**src/design/wsd_pkg.sv**
```systemverilog
// Shared constants for the websocket frame deframer: field widths,
// length codes and the bit layout of the result stream sideband.
// No dependencies.
`default_nettype none

package wsd_pkg;

	localparam int unsigned DATA_W = 8;
	localparam int unsigned LEN_W  = 63;
	localparam int unsigned KEY_W  = 32;

	localparam logic [6:0] LEN_CODE_16 = 7'd126;
	localparam logic [6:0] LEN_CODE_64 = 7'd127;

	localparam logic [3:0] EXT_BYTES_16 = 4'd2;
	localparam logic [3:0] EXT_BYTES_64 = 4'd8;
	localparam logic [3:0] KEY_BYTES    = 4'd4;

	localparam logic [LEN_W-1:0] MAX_SIZE_RST = LEN_W'(65535);

	localparam int unsigned OUT_TDATA_W = 72;
	localparam int unsigned OUT_TUSER_W = 9;

	localparam int unsigned TU_PV     = 0;
	localparam int unsigned TU_START  = 1;
	localparam int unsigned TU_OPC_LO = 2;
	localparam int unsigned TU_FIN    = 6;
	localparam int unsigned TU_MASK   = 7;
	localparam int unsigned TU_ERR    = 8;

	localparam int unsigned TD_LEN_LO = 8;

endpackage

`default_nettype wire

```
**src/design/websocket_frame_deframer.sv**
```systemverilog
// Output: each accepted byte's result is registered and shows in the cycle after it is accepted.
// Throughput: one byte per cycle while the result side takes every result;
// the single output register frees in the cycle it is taken.
// Reset: parser awaits the first header byte, all frame state zero,
// no error latched, max_message_size 65535, output empty.
// Header parse, length check and unmasking run in one pass per byte.
`default_nettype none

module websocket_frame_deframer import wsd_pkg::*; (
	input  wire logic                   clk,
	input  wire logic                   arst_n,
	input  wire logic                   s_axis_tvalid,
	output logic                        s_axis_tready,
	input  wire logic [DATA_W-1:0]      s_axis_tdata,   // [7:0] data_byte
	output logic                        m_axis_tvalid,
	input  wire logic                   m_axis_tready,
	// [7:0] payload_byte, [70:8] frame_length, [71] zero
	output logic [OUT_TDATA_W-1:0]      m_axis_tdata,
	// [0] payload_valid, [1] frame_start, [5:2] frame_opcode,
	// [6] final_flag, [7] masked_flag, [8] error_code
	output logic [OUT_TUSER_W-1:0]      m_axis_tuser,
	output logic                        m_axis_tlast,   // frame_end
	input  wire logic                   cfg_valid,
	output logic                        cfg_ready,
	input  wire logic [LEN_W-1:0]       cfg_data        // max_message_size
);

	typedef enum logic [2:0] {
		PH_HDR0, PH_HDR1, PH_EXTLEN, PH_KEY, PH_PAYLOAD, PH_ERROR
	} phase_t;

	phase_t              phase_q, phase_n;
	logic [3:0]          cnt_q, cnt_n;
	logic [LEN_W-1:0]    acc_q, acc_n;
	logic [KEY_W-1:0]    key_q, key_n;
	logic [LEN_W-1:0]    rem_q, rem_n;
	logic [1:0]          mph_q, mph_n;
	logic                fin_q, fin_n;
	logic [3:0]          opc_q, opc_n;
	logic                msk_q, msk_n;
	logic                err_q, err_n;
	logic                ovf_q, ovf_n;
	logic [LEN_W-1:0]    max_q;

	logic                in_acc;
	logic                len_done;
	logic                hdr_done;
	logic                pv, st, en;
	logic [DATA_W-1:0]   pb;
	logic [6:0]          code;
	logic [LEN_W-1:0]    rem_dec;

	logic                out_valid_q;
	logic [DATA_W-1:0]   pb_q;
	logic [LEN_W-1:0]    len_q;
	logic                pv_q, st_q, en_q, out_fin_q, out_msk_q, out_err_q;
	logic [3:0]          out_opc_q;

	assign s_axis_tready = !out_valid_q || m_axis_tready;
	assign in_acc        = s_axis_tvalid && s_axis_tready;
	assign cfg_ready     = 1'b1;
	assign code          = s_axis_tdata[6:0];
	assign rem_dec       = rem_q - LEN_W'(1);

	always_comb begin
		phase_n  = phase_q;
		cnt_n    = cnt_q;
		acc_n    = acc_q;
		key_n    = key_q;
		rem_n    = rem_q;
		mph_n    = mph_q;
		fin_n    = fin_q;
		opc_n    = opc_q;
		msk_n    = msk_q;
		err_n    = err_q;
		ovf_n    = ovf_q;
		len_done = 1'b0;
		hdr_done = 1'b0;
		pv       = 1'b0;
		st       = 1'b0;
		en       = 1'b0;
		pb       = '0;
		unique case (phase_q)
			PH_HDR1: begin
				msk_n = s_axis_tdata[7];
				ovf_n = 1'b0;
				acc_n = '0;
				cnt_n = '0;
				if (code == LEN_CODE_16 || code == LEN_CODE_64) begin
					cnt_n   = (code == LEN_CODE_16) ? EXT_BYTES_16 : EXT_BYTES_64;
					phase_n = PH_EXTLEN;
				end else begin
					acc_n    = LEN_W'(code);
					len_done = 1'b1;
				end
			end
			PH_EXTLEN: begin
				ovf_n = ovf_q || (acc_q[LEN_W-1 -: DATA_W] != '0);
				acc_n = ovf_n ? '1 : {acc_q[LEN_W-DATA_W-1:0], s_axis_tdata};
				cnt_n = cnt_q - 4'd1;
				if (cnt_n == '0) begin
					len_done = 1'b1;
				end
			end
			PH_KEY: begin
				key_n[{cnt_q[1:0], 3'b000} +: DATA_W] =
					key_q[{cnt_q[1:0], 3'b000} +: DATA_W] | s_axis_tdata;
				cnt_n = cnt_q + 4'd1;
				if (cnt_n >= KEY_BYTES) begin
					hdr_done = 1'b1;
				end
			end
			PH_PAYLOAD: begin
				pv    = 1'b1;
				pb    = s_axis_tdata ^
					(msk_q ? key_q[{mph_q, 3'b000} +: DATA_W] : '0);
				mph_n = mph_q + 2'd1;
				rem_n = rem_dec;
				if (rem_dec == '0) begin
					en      = 1'b1;
					phase_n = PH_HDR0;
				end
			end
			PH_ERROR: begin
			end
			default: begin
				fin_n   = s_axis_tdata[7];
				opc_n   = s_axis_tdata[3:0];
				msk_n   = 1'b0;
				acc_n   = '0;
				ovf_n   = 1'b0;
				rem_n   = '0;
				key_n   = '0;
				mph_n   = '0;
				cnt_n   = '0;
				phase_n = PH_HDR1;
			end
		endcase

		if (len_done) begin
			if (ovf_n || acc_n > max_q) begin
				err_n   = 1'b1;
				phase_n = PH_ERROR;
			end else begin
				rem_n = acc_n;
				key_n = '0;
				if (msk_n) begin
					cnt_n   = '0;
					phase_n = PH_KEY;
				end else begin
					hdr_done = 1'b1;
				end
			end
		end

		if (hdr_done) begin
			st    = 1'b1;
			mph_n = '0;
			if (rem_n == '0) begin
				en      = 1'b1;
				phase_n = PH_HDR0;
			end else begin
				phase_n = PH_PAYLOAD;
			end
		end
	end

	always_ff @(posedge clk or negedge arst_n) begin
		if (!arst_n) begin
			phase_q     <= PH_HDR0;
			cnt_q       <= '0;
			acc_q       <= '0;
			key_q       <= '0;
			rem_q       <= '0;
			mph_q       <= '0;
			fin_q       <= 1'b0;
			opc_q       <= '0;
			msk_q       <= 1'b0;
			err_q       <= 1'b0;
			ovf_q       <= 1'b0;
			max_q       <= MAX_SIZE_RST;
			out_valid_q <= 1'b0;
		end else begin
			if (cfg_valid && cfg_ready) begin
				max_q <= cfg_data;
			end
			if (in_acc) begin
				phase_q     <= phase_n;
				cnt_q       <= cnt_n;
				acc_q       <= acc_n;
				key_q       <= key_n;
				rem_q       <= rem_n;
				mph_q       <= mph_n;
				fin_q       <= fin_n;
				opc_q       <= opc_n;
				msk_q       <= msk_n;
				err_q       <= err_n;
				ovf_q       <= ovf_n;
				out_valid_q <= 1'b1;
			end else if (m_axis_tready) begin
				out_valid_q <= 1'b0;
			end
		end
	end

	always_ff @(posedge clk) begin
		if (in_acc) begin
			pb_q      <= pb;
			len_q     <= acc_n;
			pv_q      <= pv;
			st_q      <= st;
			en_q      <= en;
			out_fin_q <= fin_n;
			out_msk_q <= msk_n;
			out_opc_q <= opc_n;
			out_err_q <= err_n;
		end
	end

	assign m_axis_tvalid = out_valid_q;
	assign m_axis_tdata  = {1'b0, len_q, pb_q};
	assign m_axis_tuser  = {out_err_q, out_msk_q, out_fin_q, out_opc_q, st_q, pv_q};
	assign m_axis_tlast  = en_q;

endmodule

`default_nettype wire

```
**config.mk**
```make
export PLATFORM = sky130hd
export DESIGN_NAME = websocket_frame_deframer
export DESIGN_NICKNAME = d
export VERILOG_FILES = /design/src/design/wsd_pkg.sv /design/src/design/websocket_frame_deframer.sv
export SDC_FILE = /design/constraint.sdc
export NUM_CORES = 1
export LEC_CHECK = 0
export BUFFER_PORTS_ARGS = -buffer_cell sky130_fd_sc_hd__buf_4
export CAP_MARGIN = 20
export CORE_MARGIN = 2
export CORE_UTILIZATION = 28
export DETAILED_ROUTE_END_ITERATION = 8
export SLEW_MARGIN = 20
export SYNTH_ARGS = -nofsm -noshare
export SYNTH_HDL_FRONTEND = slang
export SYNTH_SLANG_ARGS = --single-unit
```
**constraint.sdc**
```tcl
create_clock -name clk -period 11.9 [get_ports clk]
set_input_delay 0 -clock clk [delete_from_list [all_inputs] [get_ports clk]]
set_output_delay 0 -clock clk [all_outputs]
set_load 0.02 [all_outputs]
```
==> impl_metrics.tcl, run 1 <==
set metrics [dict create \
    status "completed" \
    synth_area_sq_um 18880 \
    cp_data_arrival_time_ps 7420 \
    viasPerCell 5.662 \
    cts_sinks 320 \
    path_class "reg2reg" \
    overflow 0 \
    power.leakage_nw 9.580 \
    antenna_cells 0 \
    finalCritPeriodShare_pct 58.40 \
    io_buffers 158 \
    htreeDepth 2 \
    rsz0062_at_grt "false" \
    yosys_warnings 0 \
    ir_worst_vdd_mv 0.09759 \
    grt_pass1_vias 17440 \
    power_density_nw_per_um2 177.2 \
    drv_slew 0 \
    place.gp.congestion 0.9311 \
    synth_seq_area_share_pct 44.67 \
    synth_edf_count 81 \
    holdWs_ps 88.67 \
    relSlewSlack_pct 23.57 \
    synth_most_common_cell "nand2_1" \
    clock.fmax_mhz 143.9 \
    end_kind "register" \
    finalWirelength_mm 73.75 \
    final_nets 2437 \
    ys_top_cells_by_count "347 x nand2_1, 241 x o21ai_0, 223 x dfrtp_1, 163 x nor2_1, 124 x clkbuf_1" \
    fp.coreArea_sq_um 66920 \
    dr.pass1.iters 6 \
    power_frac_clock_pct 30.7 \
    clk_pin_slew_ps 70 \
    insertion_delay_ps 580 \
    fill_cells 6857 \
    syn2layout_area_growth_pct 21.17 \
    syn_nets 2292 \
    vias 18080 \
    cp_slowest_cell "dfrtp_1" \
    cp.buffers_inverters 2 \
    slowest_delay_ps 900 \
    hold_viol_final 0 \
    ys_top_cells_by_area "dfrtp_1 30%, edfxtp_1 13%, nand2_1 6.9%, o21ai_0 6.4%, ha_1 4.7%" \
    grt_pass1_wl_mm 111.5 \
    drt_iter0_drc 2340 \
    cts_buffers 39 \
    ctsRootBufferMaster "clkbuf_16" \
    drv_cap 0 \
    drcViolationCount 0 \
    cp_cell_sequence "or3b_2 > a31oi_2 > buf_4 > a221o_1 > ha_1 > nand3_1 > nor3_1 > o21ai_0 > nand2_1 > a221oi_1 > a21oi_1 > or2_2 > buf_4 > nand2_1 > o21ai_1 > o2bb2ai_1" \
    grt_max_degree 126 \
    die_x_microns 263.7 \
    synth-seq-cells 320 \
    initial_core_util_pct 28.21 \
    synthArstFlopShare_pct 74.69 \
    cts_tree "built" \
    yosys.area.top_type "dfrtp_1" \
    internal_power_w 0.002474 \
    finalSetupTns_ps 0 \
    synth_top_flop_cell "dfrtp_1" \
    comb_power_share_pct 31.1 \
    cts_setup_buffers 0 \
    yosys.area.top_type_share_pct 29.56 \
    final.setup_skew_ps 24.49 \
    syn_inst 2145 \
    hpwlAfterDp_mm 52.06 \
    tightest_slew_ps 1146 \
    grt_usage_pct 20.79 \
    dieHeight_microns 263.7 \
    cp_max_fo 44 \
    design.die.area_sq_um 69510 \
    antenna_found_initial 2 \
    finalSetupViolations 0 \
    synth.avg_cell_area_sq_um 8.800 \
    min_period_ps 6950 \
    cp_top_family "compound AO/OA/AOI/OAI gates" \
    synth_cell_type_count 82 \
    start_kind "register" \
    drive_above_1_share_pct 14.30 \
    seq_power_share_pct 38.2 \
    required_ps 12370 \
    swShare_pct 38.95 \
    antenna_left 0 \
    cts.path.max_buffers 3 \
    design.portCount 161 \
    min_path_type "in2async" \
    switching_power_w 0.001578 \
    wl_per_cell_microns 23.09 \
    std_cell_rows 95 \
]
[power by group through the flow]
stage	registers (W)	clock network [W]	logic (W)
global placement	0.00155	0	0.00120
detailed placement	0.00156	0	0.00121
global route	0.00157	0.00131	0.00137
CTS	0.00154	0.00127	0.00124
floorplan	0.00143	0	0.000845
finish	0.00155	0.00124	0.00126
[worst register-to-register path, cell delays in order, from the launching register on]
cell       delay, ps
dfrtp_1          900
or3b_2           590
a31oi_2          590
buf_4            390
a221o_1          460
ha_1             240
nand3_1           90
nor3_1           560
o21ai_0          210
nand2_1          200
a221oi_1         100
a21oi_1          650
or2_2            240
buf_4            520
nand2_1          260
o21ai_1          670
o2bb2ai_1        190
[kinds of logic (layout without fill, tap and decap cells)]
logic type | after synthesis | in the layout | share of synthesized area [%]
simple gates | 801 | 801 | 20.26
buf+inv | 268 | 444 | 5.528
xor+xnor | 33 | 33 | 1.531
flops | 320 | 320 | 44.67
compound gates | 613 | 613 | 20.18
other cells | 2 | 2 | 0.03978
fa+ha+maj | 71 | 71 | 4.706
mux | 37 | 37 | 3.082
[worst paths after layout]
| check | startpoint | slack [ps] | cells after the start | to |
|---|---|---|---|---|
| max reg2reg | phase_q[1]$_DFFE_PN0P_ | 4950 | 16 | key_q[17]$_DFFE_PN0P_ |
| min in group clk | cfg_valid | 110 | 3 | max_q[43]$_DFFE_PN0P_ |
| min reg2reg | err_q$_DFFE_PN0P_ | 470 | 1 | err_q$_DFFE_PN0P_ |
| max | phase_q[1]$_DFFE_PN0P_ | 4950 | 16 | key_q[17]$_DFFE_PN0P_ |
| max in group asynchronous | arst_n | 10560 | 3 | rem_q[27]$_DFFE_PN0P_ |
| min | arst_n | 90 | 2 | rem_q[7]$_DFFE_PN0P_ |
[flip-flops by register name, indices dropped and copies added (netlist names), 2 cells and up]
register,flops
mph_q,2
rem_q,63
acc_q,63
out_opc_q,4
key_q,32
phase_q,3
pb_q,8
opc_q,4
max_q,63
len_q,63
cnt_q,4
[area by class of cell]
cell class,instances,area (sq um),area share [%]
flip-flops and latches,320,8433,36.87
clock inverters,21,201.4,0.8807
inverters,110,417.9,1.827
repair buffers,262,2166,9.469
clock buffers,51,1126,4.923
multi-input cells,1557,9437,41.26
well taps,873,1092,4.775
[cells in the final DEF, fill, tap and decap left out, drive strengths merged, types with 36 or more instances in the layout]
cell type	count
dlygate4sd3	74
buf	187
nor4	60
a31oi	50
o2bb2ai	36
nand4	46
o21ai	246
dfrtp	223
nand2	347
inv	116
nor3	47
edfxtp	81
ha	71
clkbuf	52
nor2	163
a21oi	123
[through the flow]
step	total power [W]	instance area [sq um]	worst slack (ps)	utilization (%)	cells
6_report	0.004052	22870	4950	34.18	3194
4_1_cts	0.004039	22860	4975	34.17	3193
3_3_place_gp	0.002745	20780	4902	31.05	3045
3_5_place_dp	0.002765	20800	5030	31.08	3047
2_1_floorplan	0.002275	18880	6840	-	2145
5_1_grt	0.004251	22870	4658	34.18	3194
[repair_timing]
action	CTS	global route
hold buffers	74	0
endpoints found under the hold margin	225	0
gates resized for setup	0	0
[metal layers]
layer,part of all wire [%],up-vias,GRT usage [%]
li1,-,8117,-
met1,44,8975,28.86
met2,45,829,32.37
met3,7.6,159,3.523
met4,3.8,4,7.861
met5,0.030,-,0
No activity file was read; power rests on OpenSTA's default activity.
==> run 2: changes to the inputs <==
==> constraint.sdc (replaced) <==
create_clock -name clk -period 7.3 [get_ports clk]
set_input_delay 0 -clock clk [delete_from_list [all_inputs] [get_ports clk]]
set_output_delay 0 -clock clk [all_outputs]
set_load 0.02 [all_outputs]
==> run 2 against run 1 <==
Compared with the run above:
- die area stayed put
- global-route usage hardly changed
- clock skew is 15 ps higher
- hold slack better by 32 ps
- final cell count is 0.25% higher
- sequential power is 63% higher
- routed wire length is 0.30% lower
- register-to-register slack worse by 4400 ps
- maximum frequency is 3.5% higher
- design area hardly changed
- critical path depth is 1 lower
- sequential share of layout area hardly changed
- critical path type unchanged
==> impl_metrics.tcl, run 2 (synthesis results as in run 1) <==
set metrics [dict create \
    drv_slew 0 \
    pre_cts_ws_ps 770.3 \
    cp_cell_sequence "nand3b_1 > nand2_2 > a221oi_1 > inv_1 > ha_1 > nand4_1 > nor4_1 > nand3_1 > nor2_1 > a221oi_1 > a21oi_1 > or2_2 > nand2_1 > o21ai_1 > o2bb2ai_1" \
    cp_top_family "simple AND/OR/NAND/NOR gates" \
    tightest_slew_ps 1010 \
    viasPerCell 5.603 \
    place.gp.congestion 0.9630 \
    final.setup_skew_ps 39.64 \
    ir_worst_vdd_mv 0.1410 \
    final_common_cell "nand2_1" \
    hpwlAfterDp_mm 52.62 \
    htreeDepth 2 \
    hold_viol_final 0 \
    clock.fmax_mhz 149.0 \
    cts_sinks 320 \
    hp-start "cfg_valid" \
    insertion_delay_ps 570 \
    slowest_delay_ps 760 \
    io_buffers 158 \
    final_cell_area_sq_um 22890 \
    cp_data_arrival_time_ps 7180 \
    status "completed" \
    fp.coreArea_sq_um 66920 \
    whs_path_depth 3 \
    cp_max_fo 38 \
    antenna_cells 0 \
    reg2reg_from "phase_q[1]$_DFFE_PN0P_" \
    design.die.area_sq_um 69510 \
    dr.pass1.iters 7 \
    cts.path.max_buffers 3 \
    rsz0062_at_grt "false" \
    final_core_util_pct 34.20 \
    finalSetupViolations 0 \
    min_to "max_q[37]$_DFFE_PN0P_" \
    final_cell_mix "345 x nand2_1, 241 x o21ai_0, 223 x dfrtp_1" \
    drv_cap 0 \
    antenna_found_initial 1 \
    drive_above_1_share_pct 14.51 \
    cts_setup_buffers 0 \
    min_path_type "in2reg" \
    grt_pass1_vias 17250 \
    vias 17940 \
    reg2reg_depth 15 \
    grt_max_degree 186 \
    finalSetupTns_ps 0 \
    grt_usage_pct 20.78 \
    power.leakage_nw 9.597 \
    antenna_left 0 \
    required_ps 7770 \
    die_x_microns 263.7 \
    power_density_nw_per_um2 282.3 \
    final_nets 2448 \
    end_kind "register" \
    design.portCount 161 \
    cpMostUsedCell "a221oi_1" \
    path_class "reg2reg" \
    std_cell_rows 95 \
    initial_core_util_pct 28.21 \
    ctsRootBufferMaster "clkbuf_16" \
    finalWirelength_mm 73.53 \
    cp.buffers_inverters 1 \
    finalWorstSetupSlack_ps 586.9 \
    dieHeight_microns 263.7 \
    min_period_ps 6713 \
    cts_tree "built" \
    holdWs_ps 120.3 \
    relSlewSlack_pct 32.02 \
    reg2reg_slack_ps 590 \
    dpl_cell_area_sq_um 20880 \
    finalCritPeriodShare_pct 91.96 \
    wl_per_cell_microns 22.96 \
    start_kind "register" \
    clk_pin_slew_ps 60 \
    cp_slowest_cell "a221oi_1" \
    r2r_end "key_q[0]$_DFFE_PN0P_" \
    grt_pass1_wl_mm 111.3 \
    syn2layout_area_growth_pct 21.25 \
    drt_iter0_drc 2075 \
    drcViolationCount 0 \
    overflow 0 \
    cts_buffers 38 \
]
==> run 2: cell count changes in the layout (fill, tap and decap cells not counted), sizes merged <==
| cell | change |
|---|---|
| clkinvlp | -1 |
| inv | -1 |
| dlygate4sd3 | +1 |
| clkbuf | -2 |
| bufinv | -1 |
| buf | +12 |
==> run 2: how the worst max path moves through the flow <==
stage / to / cells past startpoint / start
final: key_q[0]$_DFFE_PN0P_ / 15 / phase_q[1]$_DFFE_PN0P_
after global routing: rem_q[51]$_DFFE_PN0P_ / 17 / phase_q[1]$_DFFE_PN0P_
after CTS: key_q[12]$_DFFE_PN0P_ / 15 / phase_q[1]$_DFFE_PN0P_
after detailed placement: key_q[12]$_DFFE_PN0P_ / 15 / phase_q[1]$_DFFE_PN0P_
after global placement: rem_q[51]$_DFFE_PN0P_ / 17 / phase_q[1]$_DFFE_PN0P_
after floorplan: m_axis_tlast$_DFFE_PP_ / 21 / phase_q[0]$_DFFE_PN0P_
==> run 2: what timing repair did <==
item | CTS | global route
hold endpoints to repair | 169 | 0
hold buffers | 76 | 0
gates resized for setup | 0 | 0
==> run 2: power by group <==
group          internal [W]  total, W  switching (W)
sequential          0.00212   0.00253       0.000412
combinational      0.000748   0.00206        0.00131
clock               0.00106   0.00188       0.000813
==> run 2: layout make-up <==
type                    instances  area, sq um
well taps                     873         1092
clock inverters                18        141.4
fillers                      6873        44030
repair buffers                274         2306
flip-flops and latches        320         8433
multi-input cells            1557         9442
clock buffers                  50         1056
inverters                     110        417.9
==> run 2: per-layer routing <==
| layer | global-route usage, % | vias to the layer above | wire (microns) |
|---|---|---|---|
| met5 | 0 | - | 0 |
| met1 | 29.19 | 8831 | 32130 |
| met2 | 32.53 | 848 | 33110 |
| met3 | 3.123 | 142 | 5754 |
| met4 | 7.228 | 0 | 2530 |
| li1 | - | 8121 | - |
==> run 2: tightest hold or removal path, stage by stage <==
cell	delay [ps]
buf_4	400
nand2_1	150
o21ai_0	70
==> run 2: per-stage QoR <==
stage	power (W)	cells
final	0.006462	3202
after global routing	0.006795	3202
after CTS	0.006438	3201
after detailed placement	0.004516	3057
after global placement	0.004489	3056
after floorplan	0.003709	2145
